==> config.mk <==
export PLATFORM = sky130hd
export DESIGN_NAME = eh_pointer_stream_decoder_unit
export DESIGN_NICKNAME = d
export VERILOG_FILES = /design/src/design/ehpsd_pkg.sv /design/src/design/ehpsd_step.sv /design/src/design/eh_pointer_stream_decoder_unit.sv
export SDC_FILE = /design/constraint.sdc
export NUM_CORES = 1
export LEC_CHECK = 0
export BUFFER_PORTS_ARGS = -buffer_cell sky130_fd_sc_hd__buf_2
export CORE_AREA = 3 3 147 149
export CTS_BUF_LIST = sky130_fd_sc_hd__clkbuf_4 sky130_fd_sc_hd__clkbuf_8 sky130_fd_sc_hd__clkbuf_16
export DETAILED_ROUTE_END_ITERATION = 10
export DIE_AREA = 0 0 150 152
export SYNTH_ARGS = -nofsm -noshare
export SYNTH_HDL_FRONTEND = slang
export SYNTH_SLANG_ARGS = --single-unit
==> constraint.sdc <==
create_clock -name clk_i -period 13.9 [get_ports clk_i]
set_input_delay 2.085 -clock clk_i [delete_from_list [all_inputs] [get_ports clk_i]]
set_output_delay 2.085 -clock clk_i [all_outputs]
set_load 0.05 [all_outputs]
==> src/design/ehpsd_pkg.sv <==
// Package for the exception-table pointer decoder: types, codes and format decode.
`timescale 1ns / 1ps
`default_nettype none
package ehpsd_pkg;

  // Encoding byte values and masks
  localparam logic [7:0] ENC_OMIT   = 8'hFF;
  localparam logic [6:0] GROUP_MASK = 7'h7F;

  // Format codes (low nibble of the encoding)
  localparam logic [3:0] FMT_ULEB128 = 4'h1;
  localparam logic [3:0] FMT_UDATA2  = 4'h2;
  localparam logic [3:0] FMT_UDATA4  = 4'h3;
  localparam logic [3:0] FMT_UDATA8  = 4'h4;
  localparam logic [3:0] FMT_SDATA2  = 4'hA;
  localparam logic [3:0] FMT_SDATA4  = 4'hB;
  localparam logic [3:0] FMT_SDATA8  = 4'hC;

  // Application codes (high nibble) that mark a relocatable value
  localparam logic [3:0] APP_ABSPTR  = 4'h0;
  localparam logic [3:0] APP_PCREL   = 4'h1;
  localparam logic [3:0] APP_DATAREL = 4'h3;

  // Field length codes
  localparam logic [3:0] LEN_ULEB    = 4'd0;
  localparam logic [3:0] LEN_UNKNOWN = 4'd15;

  // Highest ULEB group index that still lands below bit 64
  localparam logic [7:0] ULEB_LAST_GROUP = 8'd9;
  localparam logic [7:0] COUNT_MAX       = 8'd255;

  // Input command codes
  typedef enum logic {
    CMD_START = 1'b0,
    CMD_BYTE  = 1'b1
  } cmd_e;

  // Result status codes
  typedef enum logic [1:0] {
    ST_OK       = 2'd0,
    ST_OMIT     = 2'd1,
    ST_UNKNOWN  = 2'd2,
    ST_NO_VALUE = 2'd3
  } status_e;

  typedef struct packed {
    cmd_e       cmd;
    logic [7:0] encoding;
    logic [7:0] data_byte;
  } item_t;

  typedef struct packed {
    logic        busy;
    logic [7:0]  encoding;
    logic [63:0] acc;
    logic [7:0]  count;
  } dec_state_t;

  typedef struct packed {
    logic [63:0] value;
    logic [7:0]  bytes_used;
    logic        relocatable;
    status_e     status;
  } result_t;

  // Field length in bytes; LEN_ULEB for ULEB128, LEN_UNKNOWN otherwise unknown
  function automatic logic [3:0] fmt_len(input logic [7:0] enc);
    logic [3:0] len;
    unique case (enc[3:0])
      FMT_ULEB128:             len = LEN_ULEB;
      FMT_UDATA2, FMT_SDATA2:  len = 4'd2;
      FMT_UDATA4, FMT_SDATA4:  len = 4'd4;
      FMT_UDATA8, FMT_SDATA8:  len = 4'd8;
      default:                 len = LEN_UNKNOWN;
    endcase
    return len;
  endfunction

  function automatic logic fmt_signed(input logic [7:0] enc);
    return (enc[3:0] == FMT_SDATA2) || (enc[3:0] == FMT_SDATA4) ||
           (enc[3:0] == FMT_SDATA8);
  endfunction

  function automatic logic is_reloc(input logic [7:0] enc);
    return (enc[7:4] == APP_ABSPTR) || (enc[7:4] == APP_PCREL) ||
           (enc[7:4] == APP_DATAREL);
  endfunction

endpackage
`default_nettype wire

==> src/design/ehpsd_step.sv <==
// Combinational decode of one beat against the current decoder state.
`timescale 1ns / 1ps
`default_nettype none
module ehpsd_step
  import ehpsd_pkg::*;
(
  input  item_t      item_i,
  input  dec_state_t state_i,
  output dec_state_t state_o,
  output logic       emit_o,
  output result_t    result_o
);

  logic [3:0]  hold_len;
  logic [3:0]  start_len;
  logic [5:0]  uleb_shift;
  logic [5:0]  fix_shift;
  logic [63:0] acc_new;
  logic [7:0]  count_new;
  logic [8:0]  pos_next;
  logic        done;
  logic [63:0] final_value;

  assign hold_len   = fmt_len(state_i.encoding);
  assign start_len  = fmt_len(item_i.encoding);
  assign uleb_shift = 6'((state_i.count[3:0] * 4'd7) & 7'h3F);
  assign fix_shift  = {state_i.count[2:0], 3'b000};
  assign pos_next   = {1'b0, state_i.count} + 9'd1;

  // Merge the data byte into the accumulator
  always_comb begin
    acc_new = state_i.acc;
    if (hold_len == LEN_ULEB) begin
      if (state_i.count <= ULEB_LAST_GROUP) begin
        acc_new = state_i.acc | ({57'd0, item_i.data_byte[6:0] & GROUP_MASK} << uleb_shift);
      end
      done = !item_i.data_byte[7];
    end else begin
      if (state_i.count[7:3] == 5'd0) begin
        acc_new = state_i.acc | ({56'd0, item_i.data_byte} << fix_shift);
      end
      done = pos_next >= {5'd0, hold_len};
    end
    count_new = (state_i.count == COUNT_MAX) ? COUNT_MAX : pos_next[7:0];
  end

  // Width handling of the finished value
  always_comb begin
    final_value = acc_new;
    if (fmt_signed(state_i.encoding)) begin
      if (hold_len == 4'd2) begin
        final_value = {{48{acc_new[15]}}, acc_new[15:0]};
      end else if (hold_len == 4'd4) begin
        final_value = {{32{acc_new[31]}}, acc_new[31:0]};
      end
    end
  end

  // Next state and result
  always_comb begin
    state_o  = state_i;
    emit_o   = 1'b0;
    result_o = '{value: 64'd0, bytes_used: 8'd0, relocatable: 1'b0, status: ST_OK};
    if (item_i.cmd == CMD_START) begin
      state_o.busy  = 1'b0;
      state_o.acc   = 64'd0;
      state_o.count = 8'd0;
      if (item_i.encoding == ENC_OMIT) begin
        emit_o          = 1'b1;
        result_o.status = ST_OMIT;
      end else if (start_len == LEN_UNKNOWN) begin
        emit_o               = 1'b1;
        result_o.status      = ST_UNKNOWN;
        result_o.relocatable = is_reloc(item_i.encoding);
      end else begin
        state_o.busy     = 1'b1;
        state_o.encoding = item_i.encoding;
      end
    end else if (!state_i.busy) begin
      emit_o          = 1'b1;
      result_o.status = ST_NO_VALUE;
    end else if (!done) begin
      state_o.acc   = acc_new;
      state_o.count = count_new;
    end else begin
      emit_o               = 1'b1;
      result_o.value       = final_value;
      result_o.bytes_used  = count_new;
      result_o.relocatable = is_reloc(state_i.encoding);
      result_o.status      = ST_OK;
      state_o.busy         = 1'b0;
      state_o.acc          = 64'd0;
      state_o.count        = 8'd0;
    end
  end

endmodule
`default_nettype wire

==> src/design/eh_pointer_stream_decoder_unit.sv <==
// Top level of the exception-table pointer stream decoder.
//
//   channel   | dir | tdata                               | tuser
//   s_axis    | in  | encoding[7:0], data_byte[15:8]      | command[0]
//   m_axis    | out | value[63:0], bytes_used[71:64],     | status[1:0]
//             |     | relocatable[72], zero[79:73]        |
//
// One beat per cycle sustained while m_axis does not stall; a beat goes through
// the input register, then decode into the result register.
// The decode of a beat is one shift-and-OR into the 64-bit accumulator plus
// sign extension, all combinational.
// Reset clears the decoder state and both valid flags; no warm-up after reset.
// A stall on m_axis fills the result register, then the input register, and
// only then drops s_axis_tready_o.
`timescale 1ns / 1ps
`default_nettype none
module eh_pointer_stream_decoder_unit
  import ehpsd_pkg::*;
(
  input  wire logic        clk_i,
  input  wire logic        rst_ni,
  input  wire logic        s_axis_tvalid_i,
  output logic             s_axis_tready_o,
  input  wire logic [15:0] s_axis_tdata_i,  // encoding[7:0], data_byte[15:8]
  input  wire logic [0:0]  s_axis_tuser_i,  // command[0]
  output logic             m_axis_tvalid_o,
  input  wire logic        m_axis_tready_i,
  output logic [79:0]      m_axis_tdata_o,  // value[63:0], bytes_used[71:64], relocatable[72]
  output logic [1:0]       m_axis_tuser_o   // status[1:0]
);

  logic       in_valid_q;
  item_t      in_item_q;
  logic       out_valid_q;
  result_t    out_res_q;
  dec_state_t state_q;
  dec_state_t state_d;
  logic       emit;
  result_t    res_d;
  logic       advance;
  logic       in_fire;

  assign advance         = !out_valid_q || m_axis_tready_i;
  assign s_axis_tready_o = !in_valid_q || advance;
  assign in_fire         = s_axis_tvalid_i && s_axis_tready_o;

  // Input register
  always_ff @(posedge clk_i or negedge rst_ni) begin
    if (!rst_ni) begin
      in_valid_q <= 1'b0;
    end else if (s_axis_tready_o) begin
      in_valid_q <= s_axis_tvalid_i;
    end
  end

  always_ff @(posedge clk_i) begin
    if (in_fire) begin
      in_item_q <= '{cmd: cmd_e'(s_axis_tuser_i[0]), encoding: s_axis_tdata_i[7:0],
                     data_byte: s_axis_tdata_i[15:8]};
    end
  end

  ehpsd_step u_step (
    .item_i  (in_item_q),
    .state_i (state_q),
    .state_o (state_d),
    .emit_o  (emit),
    .result_o(res_d)
  );

  // Decoder state and result valid
  always_ff @(posedge clk_i or negedge rst_ni) begin
    if (!rst_ni) begin
      state_q     <= '0;
      out_valid_q <= 1'b0;
    end else if (advance && in_valid_q) begin
      state_q     <= state_d;
      out_valid_q <= emit;
    end else if (m_axis_tready_i) begin
      out_valid_q <= 1'b0;
    end
  end

  // Result payload
  always_ff @(posedge clk_i) begin
    if (advance && in_valid_q && emit) begin
      out_res_q <= res_d;
    end
  end

  assign m_axis_tvalid_o = out_valid_q;
  assign m_axis_tdata_o  = {7'd0, out_res_q.relocatable, out_res_q.bytes_used,
                            out_res_q.value};
  assign m_axis_tuser_o  = out_res_q.status;

  // Idle decoder holds a clean accumulator and count
  a_idle_clean: assert property (@(posedge clk_i) disable iff (!rst_ni)
    !state_q.busy |-> (state_q.acc == 64'd0) && (state_q.count == 8'd0))
    else $error("idle decoder with leftover accumulator or count");

  // Fixed-width fields never get past their last byte
  a_fixed_count: assert property (@(posedge clk_i) disable iff (!rst_ni)
    (state_q.busy && fmt_len(state_q.encoding) != LEN_ULEB) |-> state_q.count < 8'd8)
    else $error("fixed field byte count overrun");

  // A good result always consumed bytes; other statuses consumed none
  a_ok_bytes: assert property (@(posedge clk_i) disable iff (!rst_ni)
    m_axis_tvalid_o |-> ((m_axis_tuser_o == ST_OK) == (m_axis_tdata_o[71:64] != 8'd0)))
    else $error("bytes_used does not match status");

  // Non-ok results carry a zero value
  a_err_value: assert property (@(posedge clk_i) disable iff (!rst_ni)
    (m_axis_tvalid_o && m_axis_tuser_o != ST_OK) |-> m_axis_tdata_o[63:0] == 64'd0)
    else $error("status result with nonzero value");

  // A result beat leaves the decoder idle
  a_emit_idle: assert property (@(posedge clk_i) disable iff (!rst_ni)
    (advance && in_valid_q && emit) |=> !state_q.busy)
    else $error("decoder still busy after a result");

endmodule
`default_nettype wire

==> reports/summary.md <==
### Setup path
- critical path endpoint category: flop
- crit-path most repeated cell: ha_1
- data arrival time at the worst-slack endpoint: 5460 ps
- slowest stage cell, crit path: a211oi_4
- Setup CP Type: reg -> reg
- critical path startpoint category: flop
- endpoint required time on the critical path: 14,230 ps
- peak fanout along the critical path: 33
- chain of cells forming the critical path: inv_1, ha_1, ha_1, a21o_1, a21oi_1, o2111ai_1, a211oi_4, buf_4, nor2_1, nor3_1
- cell class contributing the biggest share of worst-path delay: compound AO/OA/AOI/OAI gates
- worst stage delay on the critical path: 1070 ps
- sum of buffers and inverters on the critical path: 2

### Global routing
- global-route usage over all layers: 0.210
- vias in the first global route: 6,495
- pin count of the biggest net entering global routing: 84
- antenna violations before repair: 0
- first-pass GRT wire length: 37,300 um
- Overflow after GRT: 0

### Logic synthesis
- ys async rst share: 0.474
- most used standard cell by instance count after synthesis: a21oi_1
- Yosys warning count: 0
- sequential cell area fraction in the yosys report: 0.556
- dominant cell type by area after synthesis: edfxtp_1
- flop and latch count out of synthesis: 175
- Synth top cells by count: 105 x a21oi_1, 92 x edfxtp_1, 83 x dfrtp_1
- EDFF count, synth: 92
- Mapped Area: 8700 um^2
- leading register cell type out of synthesis: edfxtp_1
- Cells after Synth: 804
- largest cells by area after synthesis: edfxtp_1 32%, dfrtp_1 24%, a21oi_1 6.0%
- area share of the leading cell type in the synthesized netlist: 0.318
- average cell area after synthesis: 10.8 um^2
- number of distinct standard cells referenced by the synthesized netlist: 65

### Timing
- transition time of the tightest slew-check pin: 1210 ps
- worst setup skew after layout: 13.8 ps
- Fin Setup TNS: 0 ps
- Tmin final: 5120 ps
- final worst setup slack: 8780 ps
- slew margin rel.: 0.194
- final-report setup violation count: 0
- fmax: 195 MHz
- RSZ-0062 raised after global routing: no
- final cycle utilization of the critical path: 0.369
- max-slew violation count: 0
- Final Hold Vio Count: 0

### Die
- die extent in x: 150 um
- total die area: 22,800 um^2
- die extent in y: 152 um
- starting density of the core: 0.428
- total core area: 20,300 um^2
- I/O pin count: 105
- site row count: 52

### Layout
- Antenna diodes: 0
- multi-input logic area: 3570 um^2
- post-route cell area: 9940 um^2
- fraction of layout cells with a size suffix above 1: 0.182
- layout overhead on the synthesized area: 14.3%
- Layout fillers: 1,892
- register cell area after layout: 4840 um^2
- total number of nets in the final design: 910

### Power and ir drop
- P per Cell Area: 192 nW/um^2
- worst supply voltage drop on vdd: 0.000104 V
- power share of the combinational group: 0.378
- static leakage: 3.94 nW
- portion of total power attributed to sequential cells: 0.361
- switching power summed over all nets: 0.000792 W
- total power: 0.00190 W
- fraction of power spent switching nets: 0.416
- internal power: 0.00111 W
- Clk pwr share: 0.261

### Clocking
- Bufs on Longest Clock Path: 2
- insertion delay to the later sink of the worst-skew pair: 430 ps
- CTS buffer count: 17
- buffer cell driving the clock tree root: clkbuf_16
- CTS tree: built
- clock transition time at the flip-flop clock pins of the worst setup and hold paths: 60 ps
- CTS-repair resized insts: 0
- Post-CTS Hold Fix Bufs: 0
- H-tree Lvls: 4
- setup repair bufs after CTS: 0
- number of clock sinks: 175

### Detailed routing
- number of vias in the routed layout: 6,672
- 1st-iter DRT viols: 615
- 1st-pass router iterations: 5
- routed wire length per instance: 20.2 um
- detailed-route DRC error count: 0
- DRT Wirelength: 23,300 um
- drt via density: 5.78
- post-route ant nets: 0

### Place
- Port Buffer Count: 97
- RD Place Congestion: 0.933
- post-detailed-placement half-perimeter wirelength: 15,600 um
- Placement Cell Area: 9330 um^2
- worst-case setup slack after placement: 8860 ps

### Run status
- outcome: finished, final reports clean

### Job
- max capacitance violation total: 0

### Min path
- hold crit path type: reg -> reg

## stage by stage
stage	util	instances	hold slack [ps]
after floorplan	-	810	447
after global placement	0.460	1122	461
after detailed placement	0.460	1122	466
after CTS	0.490	1154	481
after global routing	0.490	1154	505
final	0.490	1154	482
## area by class of cell
class,count,area share
inverters,15,0.00566
clock inverters,9,0.0137
repair buffers,102,0.0528
clock buffers,23,0.0479
multi-input cells,560,0.359
well taps,270,0.0340
flip-flops and latches,175,0.487
## worst reg2reg max path: cells and delay by family, from the launching register on
kind	cells	cell delay [ps]
AOI/OAI and AO/OA	4	1630
adders and majority gates	2	1180
DFF	1	1000
buffers and inverters	2	760
and+or+nand+nor	2	460
## registers in the layout, summed over array words and instances (netlist names)
signal / flops
in_valid_q: 1
m_axis_tvalid_o: 1
state_q: 81
m_axis_tdata_o: 73
in_item_q: 17
m_axis_tuser_o: 2
## cells by family after synthesis
group,share of synthesized area
flip-flops,0.556
buffers and inverters,0.0380
other,0.000431
AO/OA/AOI/OAI,0.193
AND/OR/NAND/NOR,0.152
multiplexers,0.0285
adder cells (fa/ha/maj),0.0293
XOR/XNOR,0.00302
## cell usage in the layout, fill, tap and decap left out, types with 5 or more instances in the layout
cell,count
clkbuf_16,17
a221oi_1,52
o21ai_0,36
nor2_1,82
inv_1,14
buf_4,6
nor3_1,12
nor2b_1,17
ha_1,14
a22o_1,11
mux2_2,10
nand3_1,7
mux2i_1,9
buf_2,96
dfrtp_1,83
conb_1,7
a21oi_1,105
a21o_1,9
and2_1,13
nand2b_1,36
a221o_1,5
and3_1,8
clkbuf_4,5
edfxtp_1,92
nand2_1,50
o22ai_1,10
## final timing paths
| path | start | to | slack, ps | cells past startpoint |
|---|---|---|---|---|
| min reg2reg | state_q[40] | state_q[40] | 480 | 2 |
| max in group asynchronous | rst_ni | state_q[49] | 11330 | 1 |
| max | state_q[0] | state_q[9] | 8780 | 10 |
| min in group asynchronous | rst_ni | state_q[77] | 1850 | 1 |
| max reg2reg | state_q[0] | state_q[9] | 8780 | 10 |
| min | state_q[40] | state_q[40] | 480 | 2 |
## layer usage
layer | vias to the layer above | GRT usage | wire length (um)
met2 | 233 | 0.318 | 10700
met3 | 28 | 0.0548 | 1560
met4 | 0 | 0.0549 | 334
met5 | - | 0 | 0
li1 | 3108 | - | -
met1 | 3303 | 0.302 | 10700
## power groups by stage
| stage | registers, W | logic, W | clock network [W] |
|---|---|---|---|
| finish | 0.000688 | 0.000719 | 0.000497 |
| global route | 0.000698 | 0.000771 | 0.000532 |
| detailed placement | 0.000696 | 0.000709 | 0 |
| global placement | 0.000697 | 0.000707 | 0 |
| CTS | 0.000688 | 0.000713 | 0.000505 |
| floorplan | 0.000848 | 0.000370 | 0 |
Note: power is estimated with default switching activity, not from simulation.
